==> src/llr_pkg.sv <==
// Shared constants, types and codes of the looped linear resampler.
package llr_pkg;

    localparam int ADDR_BITS   = 16;
    localparam int SAMPLE_BITS = 16;
    localparam int FRAC_BITS   = 16;

    localparam int PHASE_BITS  = ADDR_BITS + FRAC_BITS;
    localparam int STEP_BITS   = 8 + FRAC_BITS;
    localparam int LOOP_BITS   = 16;
    localparam int COUNT_BITS  = ADDR_BITS + 1;
    localparam int IN_ADDR_BITS = 16;
    localparam int CFG_DATA_BITS = 24;
    localparam int CFG_INDEX_BITS = 2;
    localparam int STORE_DEPTH = 1 << ADDR_BITS;
    localparam int DIV_CNT_BITS = $clog2(ADDR_BITS);
    localparam int PROD_BITS   = FRAC_BITS + SAMPLE_BITS + 2;

    localparam logic [STEP_BITS-1:0]  SPEED_STEP_RESET  = STEP_BITS'(1 << FRAC_BITS);
    localparam logic [LOOP_BITS-1:0]  LOOP_START_RESET  = LOOP_BITS'(1);
    localparam logic [LOOP_BITS-1:0]  LOOP_FINISH_RESET = '0;
    localparam logic [COUNT_BITS-1:0] FRAME_COUNT_RESET = '0;

    typedef enum logic [CFG_INDEX_BITS-1:0] {
        REG_SPEED_STEP  = 2'd0,
        REG_LOOP_START  = 2'd1,
        REG_LOOP_FINISH = 2'd2,
        REG_FRAME_COUNT = 2'd3
    } t_cfg_reg;

    typedef enum logic {
        FUNC_WRITE = 1'b0,
        FUNC_TICK  = 1'b1
    } t_func;

    typedef enum logic [1:0] {
        SEL_WRITE,
        SEL_LOWER,
        SEL_UPPER
    } t_addr_sel;

    typedef enum logic [3:0] {
        S_IDLE,
        S_CHECK,
        S_ZERO,
        S_MOD,
        S_FIX,
        S_RDA,
        S_RDB,
        S_DIFF,
        S_MUL,
        S_SUM
    } t_state;

    typedef struct packed {
        logic      ram_we;
        t_addr_sel addr_sel;
        logic      div_init;
        logic      div_step;
        logic      wrap_fix;
        logic      cap_lower;
        logic      cap_diff;
        logic      cap_prod;
        logic      load_zero;
        logic      load_result;
        logic      advance;
    } t_dp_cmd;

    typedef struct packed {
        logic reverse_end;
        logic wrap_need;
        logic div_last;
    } t_dp_status;

endpackage

==> src/llr_ctrl.sv <==
// Controller: sequences writes and ticks and owns the result handshake.
module llr_ctrl (
    input  logic                 i_clk,
    input  logic                 i_rst_n,
    input  logic                 i_in_valid,
    input  logic                 i_in_func,
    output logic                 o_in_ready,
    output logic                 o_out_valid,
    input  logic                 i_out_ready,
    input  llr_pkg::t_dp_status  i_status,
    output llr_pkg::t_dp_cmd     o_cmd
);

    llr_pkg::t_state r_state, n_state;
    logic            r_out_valid, n_out_valid;
    logic            out_free;
    logic            accept;

    assign out_free = !r_out_valid || i_out_ready;
    assign accept   = i_in_valid && (r_state == llr_pkg::S_IDLE);

    always_comb begin
        n_state = r_state;
        unique case (r_state)
            llr_pkg::S_IDLE: begin
                if (accept && (i_in_func == llr_pkg::FUNC_TICK)) begin
                    n_state = llr_pkg::S_CHECK;
                end
            end
            llr_pkg::S_CHECK: begin
                priority if (i_status.reverse_end) begin
                    n_state = llr_pkg::S_ZERO;
                end else if (i_status.wrap_need) begin
                    n_state = llr_pkg::S_MOD;
                end else begin
                    n_state = llr_pkg::S_RDA;
                end
            end
            llr_pkg::S_ZERO: begin
                if (out_free) begin
                    n_state = llr_pkg::S_IDLE;
                end
            end
            llr_pkg::S_MOD: begin
                if (i_status.div_last) begin
                    n_state = llr_pkg::S_FIX;
                end
            end
            llr_pkg::S_FIX:  n_state = llr_pkg::S_RDA;
            llr_pkg::S_RDA:  n_state = llr_pkg::S_RDB;
            llr_pkg::S_RDB:  n_state = llr_pkg::S_DIFF;
            llr_pkg::S_DIFF: n_state = llr_pkg::S_MUL;
            llr_pkg::S_MUL:  n_state = llr_pkg::S_SUM;
            llr_pkg::S_SUM: begin
                if (out_free) begin
                    n_state = llr_pkg::S_IDLE;
                end
            end
            default: n_state = llr_pkg::S_IDLE;
        endcase
    end

    always_comb begin
        o_cmd       = '0;
        o_cmd.addr_sel = llr_pkg::SEL_WRITE;
        o_in_ready  = 1'b0;
        unique case (r_state)
            llr_pkg::S_IDLE: begin
                o_in_ready   = 1'b1;
                o_cmd.ram_we = accept && (i_in_func == llr_pkg::FUNC_WRITE);
            end
            llr_pkg::S_CHECK: begin
                o_cmd.div_init = !i_status.reverse_end && i_status.wrap_need;
            end
            llr_pkg::S_ZERO: begin
                o_cmd.load_zero = out_free;
                o_cmd.advance   = out_free;
            end
            llr_pkg::S_MOD: begin
                o_cmd.div_step = 1'b1;
            end
            llr_pkg::S_FIX: begin
                o_cmd.wrap_fix = 1'b1;
            end
            llr_pkg::S_RDA: begin
                o_cmd.addr_sel = llr_pkg::SEL_LOWER;
            end
            llr_pkg::S_RDB: begin
                o_cmd.addr_sel  = llr_pkg::SEL_UPPER;
                o_cmd.cap_lower = 1'b1;
            end
            llr_pkg::S_DIFF: begin
                o_cmd.cap_diff = 1'b1;
            end
            llr_pkg::S_MUL: begin
                o_cmd.cap_prod = 1'b1;
            end
            llr_pkg::S_SUM: begin
                o_cmd.load_result = out_free;
                o_cmd.advance     = out_free;
            end
            default: ;
        endcase
    end

    always_comb begin
        n_out_valid = r_out_valid;
        priority if (o_cmd.load_zero || o_cmd.load_result) begin
            n_out_valid = 1'b1;
        end else if (i_out_ready) begin
            n_out_valid = 1'b0;
        end
    end

    always_ff @(posedge i_clk) begin
        if (!i_rst_n) begin
            r_state     <= llr_pkg::S_IDLE;
            r_out_valid <= 1'b0;
        end else begin
            r_state     <= n_state;
            r_out_valid <= n_out_valid;
        end
    end

    assign o_out_valid = r_out_valid;

endmodule

==> config.mk <==
export PLATFORM = sky130hd
export DESIGN_NAME = llr_ctrl
export DESIGN_NICKNAME = d
export VERILOG_FILES = /design/src/llr_pkg.sv /design/src/llr_ctrl.sv
export SDC_FILE = /design/constraint.sdc
export NUM_CORES = 1
export LEC_CHECK = 0
export BUFFER_PORTS_ARGS = -buffer_cell sky130_fd_sc_hd__buf_2
export CAP_MARGIN = 20
export CORE_AREA = 2 2 39 41
export DETAILED_ROUTE_END_ITERATION = 8
export DIE_AREA = 0 0 41 43
export PLACE_DENSITY_LB_ADDON = 0.1
export SLEW_MARGIN = 20
export SYNTH_ARGS = -nofsm -noshare
export SYNTH_HDL_FRONTEND = slang
export SYNTH_SLANG_ARGS = --single-unit
export TNS_END_PERCENT = 30
==> constraint.sdc <==
create_clock -name i_clk -period 1.85 [get_ports i_clk]
set_input_delay 0 -clock i_clk [delete_from_list [all_inputs] [get_ports i_clk]]
set_output_delay 0 -clock i_clk [all_outputs]
set_load 0.01 [all_outputs]
==> results.cfg, run 1 <==
[outcome]
status = finished clean

[yosys]
yosysSeqAreaShare_pct = 25.0
syn_area_sq_um = 400
synth_top_cells_by_count = 7 x nor2_1, 5 x dfxtp_1, 5 x nor3_1, 4 x nand2b_1, 4 x o21ai_0
ys_async_sr_fraction_pct = 0
synth_top_area_share_pct = 25.0
ys.flop_type = dfxtp_1
yosysTopAreaCell = dfxtp_1
synth.area.top_cells = dfxtp_1 25%, nor2_1 6.6%, nand2b_1 6.3%, nor3_1 6.3%, o21ai_0 5.0%
yosysWarningCount = 0
synthCells = 53
syn-num-nets = 61
ys_ff_latch = 5
synth_edf_count = 0
yosysMostFrequentCell = nor2_1
synth_cell_types = 30
avgSynthCellArea_sq_um = 7.55

[worst_hold_path]
hp-class = input pin to flip-flop
whs_path_depth = 2

[die]
dieHeight_um = 43
boundaryPins = 22
num_rows = 14
die_w_um = 41
initial_core_util_pct = 28.9
dieArea_sq_mm = 0.00176
fp.coreArea_sq_mm = 0.00138

[sta]
fin_crit_ps = 1540
finalSetupTns_ps = 0
drv_slew = 0
rsz0062_at_grt = no
fmax_mhz = 650
maxSlewHeadroom_pct = 75.5
setup_viol = 0
worst_pin_slew_ps = 366
hold_viol_final = 0
skew_ps = 4.80
fin_crit_sh_pct = 83.2

[global_routing]
grt_pass1_wl_um = 1690
overflow = 0
antenna_found_initial = 0
grt_start_max_net_pins = 12
grt_pass1_vias = 414
grt_usage_pct = 14.2

[pwr]
total_leakage_power_nw = 0.260
total_power_mw = 0.614
p_per_area_mw_per_mm2 = 1140
vdd_drop_max_uv = 578

[clock_tree]
numCtsBuffers = 3
cts_setup_buffers = 0
htreeDepth = 1
clock_sinks = 5
root_buffer = clkbuf_4
cts_tree = yes
cts-resized-gates = 0
hold_buffers = 0
clk_pin_slew_ps = 50
cts.path.max_buffers = 2
worstSkewPairLatency_ps = 240

[critical_path]
required_ps = 1850
endpoint_kind = output pin
path_max_fanout = 11
cp-start-kind = flip-flop
crit_type = flip-flop to output pin
arrival_ps = 1540
r2r.worst_path.cells = 4

[cells_and_area]
diodes = 0
ff_latch_area_sq_um = 100
nFillCells = 162
area_growth_syn_to_layout_pct = 34.1
drive_above_1_share_pct = 39.5
nets = 85
multi_input_area_sq_um = 278
final_util_pct = 38.8

[drt]
drt_iter0_drc = 2
routed_wl_um = 1010
antenna_left = 0
drc = 0
vias = 456
drt-wirelength-per-cell_um = 11.0
first_pass_iters = 2
viasPerCell = 4.96

[placed_design]
place.gp.congestion = 0.729
portBuffers = 21
dp_hpwl_um = 782

[job]
drv_cap = 0
[stage by stage]
stage / cells / setup slack (ps) / hold WS, ps / area (sq um)
finish: 92 / 311 / 31.7 / 537
floorplan: 53 / 388 / 50.3 / 400
global route: 92 / 235 / 38.4 / 537
detailed placement: 88 / 324 / 247 / 510
CTS: 92 / 308 / 28.5 / 537
global placement: 88 / 351 / 249 / 510
[final timing paths]
check                    from     endpoint  slack, ps
setup / recovery   r_state[1]    o_cmd[11]        310
hold / removal        i_rst_n   r_state[3]         30
setup reg to reg   r_state[1]   r_state[0]        320
hold reg to reg   o_out_valid  o_out_valid        570
[critical path, cell delays in order (launching register included)]
cell and delay [ps]:
dfxtp_1 410, or4_4 560, nor3b_1 180, buf_2 150
[layer usage]
layer  part of all wire [%]  GRT usage (%)  vias to the layer above  wire length, um
li1                       -              -                      240                -
met1                     43           17.3                      202              440
met2                     50           21.9                       14              505
met3                    6.7           6.28                        0               68
met4                      0           4.00                        0                0
met5                      0              0                        -                0
[final cells by class]
cell class                 count  share of cell area [%]
tap                           16                    3.73
multi-input combinational     44                    51.7
sequential                     5                    18.6
inverter                       2                    1.40
clock buffer                   4                    4.90
timing repair buffer          21                    19.6
[registers in the layout, summed over array words and instances (netlist names)]
| signal | cells |
|---|---|
| r_state | 4 |
| o_out_valid | 1 |
[report_power, final]
part | total [mW] | leakage (nW) | internal, mW | switching [mW]
sequential | 0.182 | 0.0408 | 0.132 | 0.0503
clock | 0.125 | 0.0150 | 0.0815 | 0.0440
combinational | 0.306 | 0.205 | 0.147 | 0.159
[placed cells by master, fill, tap and decap left out, types with 2 or more instances in the layout]
cell      netlist  final
nand2_1         2      2
clkbuf_4        0      3
nand2b_1        4      4
o21ai_0         4      4
inv_1           2      2
dfxtp_1         5      5
buf_2           0     21
nor3_1          5      5
a21oi_1         2      2
nor2_1          7      7
[kinds of logic (layout without fill, tap and decap cells)]
logic type | count (synthesis) | count (layout) | synth area share [%]
muxes | 1 | 1 | 2.50
AOI/OAI and AO/OA | 15 | 15 | 27.5
DFF | 5 | 5 | 25.0
and+or+nand+nor | 28 | 28 | 39.4
buffers and inverters | 4 | 27 | 5.62
No activity file was read; power rests on OpenSTA's default activity.
==> run 2: changes to the inputs <==
==> constraint.sdc (replaced) <==
create_clock -name i_clk -period 1.6 [get_ports i_clk]
set_input_delay 0 -clock i_clk [delete_from_list [all_inputs] [get_ports i_clk]]
set_output_delay 0 -clock i_clk [all_outputs]
set_load 0.01 [all_outputs]
==> results.cfg, run 2 (synthesis results as in run 1) <==
[sta]
fin_crit_ps = 1480
maxSlewHeadroom_pct = 80.1
fmax_mhz = 674
fin_crit_sh_pct = 92.8
setup_viol = 0
hold_viol_final = 0
drv_slew = 0
worst_pin_slew_ps = 298
rsz0062_at_grt = no
finalSetupTns_ps = 0
skew_ps = 1.52

[global_routing]
grt_pass1_vias = 412
grt_use_met3_pct = 3.14
grt_use_met2_pct = 20.9
grt_start_max_net_pins = 10
met1_usage_pct = 18.1
grt_pass1_wl_um = 1700
overflow = 0
antenna_found_initial = 0
grt_usage_pct = 14.5
busiest_layer = met2

[drt]
vias = 461
first_pass_iters = 3
routed_wl_um = 1070
drt-wirelength-per-cell_um = 11.5
viasPerCell = 4.96
drt_iter0_drc = 6
drc = 0
antenna_left = 0

[cells_and_area]
diodes = 0
final_common_cell = buf_2
final_util_pct = 39.4
drive_above_1_share_pct = 41.6
layout_common_cells = 21 x buf_2, 7 x nor2_1, 5 x nor3_1
top_register = r_state
area_growth_syn_to_layout_pct = 36.2
largest_register_ffs = 4
layout.cells.non_filler = 93
fin_area_sq_um = 546
nets = 86

[pwr]
total_leakage_power_nw = 0.266
switchingPower_mw = 0.305
p_per_area_mw_per_mm2 = 1340
p_sw_share_pct = 41.6
intPower_mw = 0.427
clkPwrFrac_pct = 20.6
total_power_mw = 0.732
vdd_drop_max_uv = 537
seq_power_share_pct = 27.4
p_comb_share_pct = 52.0

[clock_tree]
root_buffer = clkbuf_4
numCtsBuffers = 3
worstSkewPairLatency_ps = 250
clk_pin_slew_ps = 40
cts_tree = yes
cts_setup_buffers = 0
htreeDepth = 1
clock_sinks = 5
hold_buffers = 0
cts.path.max_buffers = 2

[placed_design]
placed_area_sq_um = 518
dp_hpwl_um = 811
portBuffers = 21
place.gp.congestion = 0.774
placedCellCount = 89

[critical_path]
r2r-start = r_state[2]
crit_type = flip-flop to output pin
crit_family = simple AND/OR/NAND/NOR gates
cpMaxStageDelayCell = or4_4
r2r_slack_ps = 130
endpoint_kind = output pin
required_ps = 1600
path_max_fanout = 9
crit_path_max_incr_delay_ps = 520
path_buf_inv = 1
arrival_ps = 1480
cp-start-kind = flip-flop
r2r_end = r_state[0]
worstPathCellList = or4_4 > nor3b_1 > buf_2
r2r.worst_path.cells = 4

[worst_hold_path]
whs_path_depth = 2
hp-start = i_rst_n
hp-class = input pin to flip-flop
min_to = r_state[3]

[die]
num_rows = 14
dieHeight_um = 43
initial_core_util_pct = 28.9
boundaryPins = 22
dieArea_sq_mm = 0.00176
die_w_um = 41
fp.coreArea_sq_mm = 0.00138

[job]
drv_cap = 0

[outcome]
status = finished clean
## run 2: cell type report
type / instances / area [sq um]
repair buffers: 22 / 113
flip-flops and latches: 5 / 101
well taps: 16 / 20.0
clock buffers: 4 / 26.3
multi-input cells: 44 / 278
inverters: 2 / 7.51
fillers: 168 / 838
## run 2: how the worst max path moves through the flow
| stage | from | endpoint | cells after the start |
|---|---|---|---|
| 6_report | r_state[2] | o_cmd[11] | 3 |
| 3_3_place_gp | r_state[3] | r_state[0] | 4 |
| 2_1_floorplan | r_state[3] | r_state[0] | 5 |
| 3_5_place_dp | r_state[3] | r_state[0] | 4 |
| 4_1_cts | r_state[3] | o_cmd[11] | 3 |
| 5_1_grt | r_state[2] | r_state[0] | 4 |
## run 2: repair_timing
item                                    CTS  global route
endpoints found under the hold margin     0             0
resized for setup                         0             1
endpoints found under the setup margin    0             1
## run 2: metrics by stage
stage               hold slack (ps)  worst slack (ps)
CTS                            21.3              70.8
global route                   34.9              7.02
global placement                249               131
finish                         25.0               116
floorplan                      50.3               138
detailed placement              250               110
## run 2: per-layer routing
layer / wire [um] / share of wire (%)
met1: 498 / 47
met2: 496 / 46
met4: 19 / 1.8
met5: 0 / 0
met3: 54 / 5.1
## run 2: power groups by stage
stage | registers, mW | clock network, mW | logic, mW
floorplan | 0.183 | 0 | 0.281
CTS | 0.200 | 0.159 | 0.385
global placement | 0.204 | 0 | 0.386
finish | 0.200 | 0.151 | 0.380
detailed placement | 0.202 | 0 | 0.384
global route | 0.208 | 0.167 | 0.426
==> run 3: changes to the inputs <==
--- a/config.mk
+++ b/config.mk
@@ -10,7 +10,7 @@
 export CORE_AREA = 2 2 39 41
 export DETAILED_ROUTE_END_ITERATION = 8
 export DIE_AREA = 0 0 41 43
-export PLACE_DENSITY_LB_ADDON = 0.1
+export PLACE_DENSITY = 0.63
 export SLEW_MARGIN = 20
 export SYNTH_ARGS = -nofsm -noshare
 export SYNTH_HDL_FRONTEND = slang
==> results.cfg, run 3 (synthesis results as in run 1) <==
[drt]
vias = 489
antenna_left = 0
viasPerCell = 5.09
drt_iter0_drc = 9
routed_wl_um = 1040
drc = 0
first_pass_iters = 4
drt-wirelength-per-cell_um = 10.8

[cells_and_area]
drive_above_1_share_pct = 42.5
area_growth_syn_to_layout_pct = 41.6
final_common_cell = buf_2
largest_register_ffs = 4
layout_common_cells = 21 x buf_2, 7 x nor2_1, 5 x nor3_1, 5 x dfxtp_1
nFillCells = 159
top_register = r_state
diodes = 0
nets = 89
final_util_pct = 41.0
fin_area_sq_um = 567

[critical_path]
required_ps = 1600
r2r.worst_path.cells = 4
endpoint_kind = output pin
crit_family = simple AND/OR/NAND/NOR gates
crit_type = flip-flop to output pin
cp-start-kind = flip-flop
path_buf_inv = 1
r2r-start = r_state[1]
crit_path_max_incr_delay_ps = 530
worstPathCellList = or4_4 > nor3b_1 > buf_2
r2r_slack_ps = 150
arrival_ps = 1460
path_max_fanout = 4
r2r_end = r_state[0]
cpMaxStageDelayCell = or4_4

[die]
initial_core_util_pct = 28.9
dieArea_sq_mm = 0.00176
boundaryPins = 22
dieHeight_um = 43
die_w_um = 41
fp.coreArea_sq_mm = 0.00138
num_rows = 14

[global_routing]
overflow = 0
grt_pass1_vias = 413
antenna_found_initial = 0
grt_start_max_net_pins = 10
grt_usage_pct = 13.6
grt_pass1_wl_um = 1640

[sta]
rsz0062_at_grt = no
fin_crit_sh_pct = 91.4
fin_crit_ps = 1460
skew_ps = 2.83
maxSlewHeadroom_pct = 82.9
hold_viol_final = 0
finalWorstSetupSlack_ps = 138
drv_slew = 0
fmax_mhz = 684
finalSetupTns_ps = 0
setup_viol = 0
worst_pin_slew_ps = 253

[clock_tree]
cts.path.max_buffers = 2
cts-resized-gates = 0
htreeDepth = 1
clock_sinks = 5
root_buffer = clkbuf_4
hold_buffers = 0
cts_tree = yes
clk_pin_slew_ps = 40
worstSkewPairLatency_ps = 230
numCtsBuffers = 3
cts_setup_buffers = 0

[placed_design]
place_ws_ps = 151
portBuffers = 21
placed_area_sq_um = 541
dp_hpwl_um = 893
place.gp.congestion = 0.733

[worst_hold_path]
min_to = r_state[3]
whs_path_depth = 2
hp-start = i_rst_n
hp-class = input pin to flip-flop

[job]
drv_cap = 0

[pwr]
vdd_drop_max_uv = 424
p_per_area_mw_per_mm2 = 1300
total_leakage_power_nw = 0.282

[outcome]
status = finished clean
## run 3: changes by cell type in the layout (fill, tap and decap cells not counted), sizes merged
cell,before,now
buf,22,25
## run 3: worst register-to-register path: stages, from the launching register on
cell     delay [ps]
dfxtp_1         340
or4_4           530
o32a_2          210
o21ai_2          90
mux2i_1         210
## run 3: how the worst max path moves through the flow
stage | from | cells past startpoint | to | slack, ps
floorplan | r_state[3] | 5 | r_state[0] | 140
global placement | r_state[1] | 4 | r_state[0] | 180
detailed placement | r_state[1] | 4 | r_state[0] | 150
CTS | r_state[1] | 3 | o_cmd[11] | 120
global route | r_state[1] | 3 | o_cmd[11] | 20
finish | r_state[1] | 3 | o_cmd[11] | 140
## run 3: where the power goes
| part | switching (mW) | total [mW] | internal, mW | leakage (nW) |
|---|---|---|---|---|
| Combinational | 0.209 | 0.402 | 0.193 | 0.226 |
| Sequential | 0.0404 | 0.193 | 0.153 | 0.0408 |
| Clock | 0.0454 | 0.139 | 0.0939 | 0.0150 |
| Total | 0.295 | 0.735 | 0.440 | 0.282 |
## run 3: metal layers
layer / part of all wire [%] / global-route usage [%]
met2: 54 / 21.3
met1: 42 / 15.9
met5: 0 / 0
met3: 4.2 / 3.14
met4: 0 / 8.00
## run 3: final cells by class
cell class	instances	area (sq um)	share of cell area, %
inverters	2	7.51	1.32
multi-input cells	44	278	49.0
clock buffers	4	26.3	4.64
repair buffers	25	135	23.8
well taps	16	20.0	3.53
flip-flops and latches	5	100	17.7
## run 3: metrics by stage
step	instances	hold WS [ps]	total power [mW]
floorplan	53	50.3	0.464
global placement	92	243	0.593
detailed placement	92	253	0.601
CTS	96	35.8	0.748
global route	96	49.5	0.813
finish	96	44.4	0.735
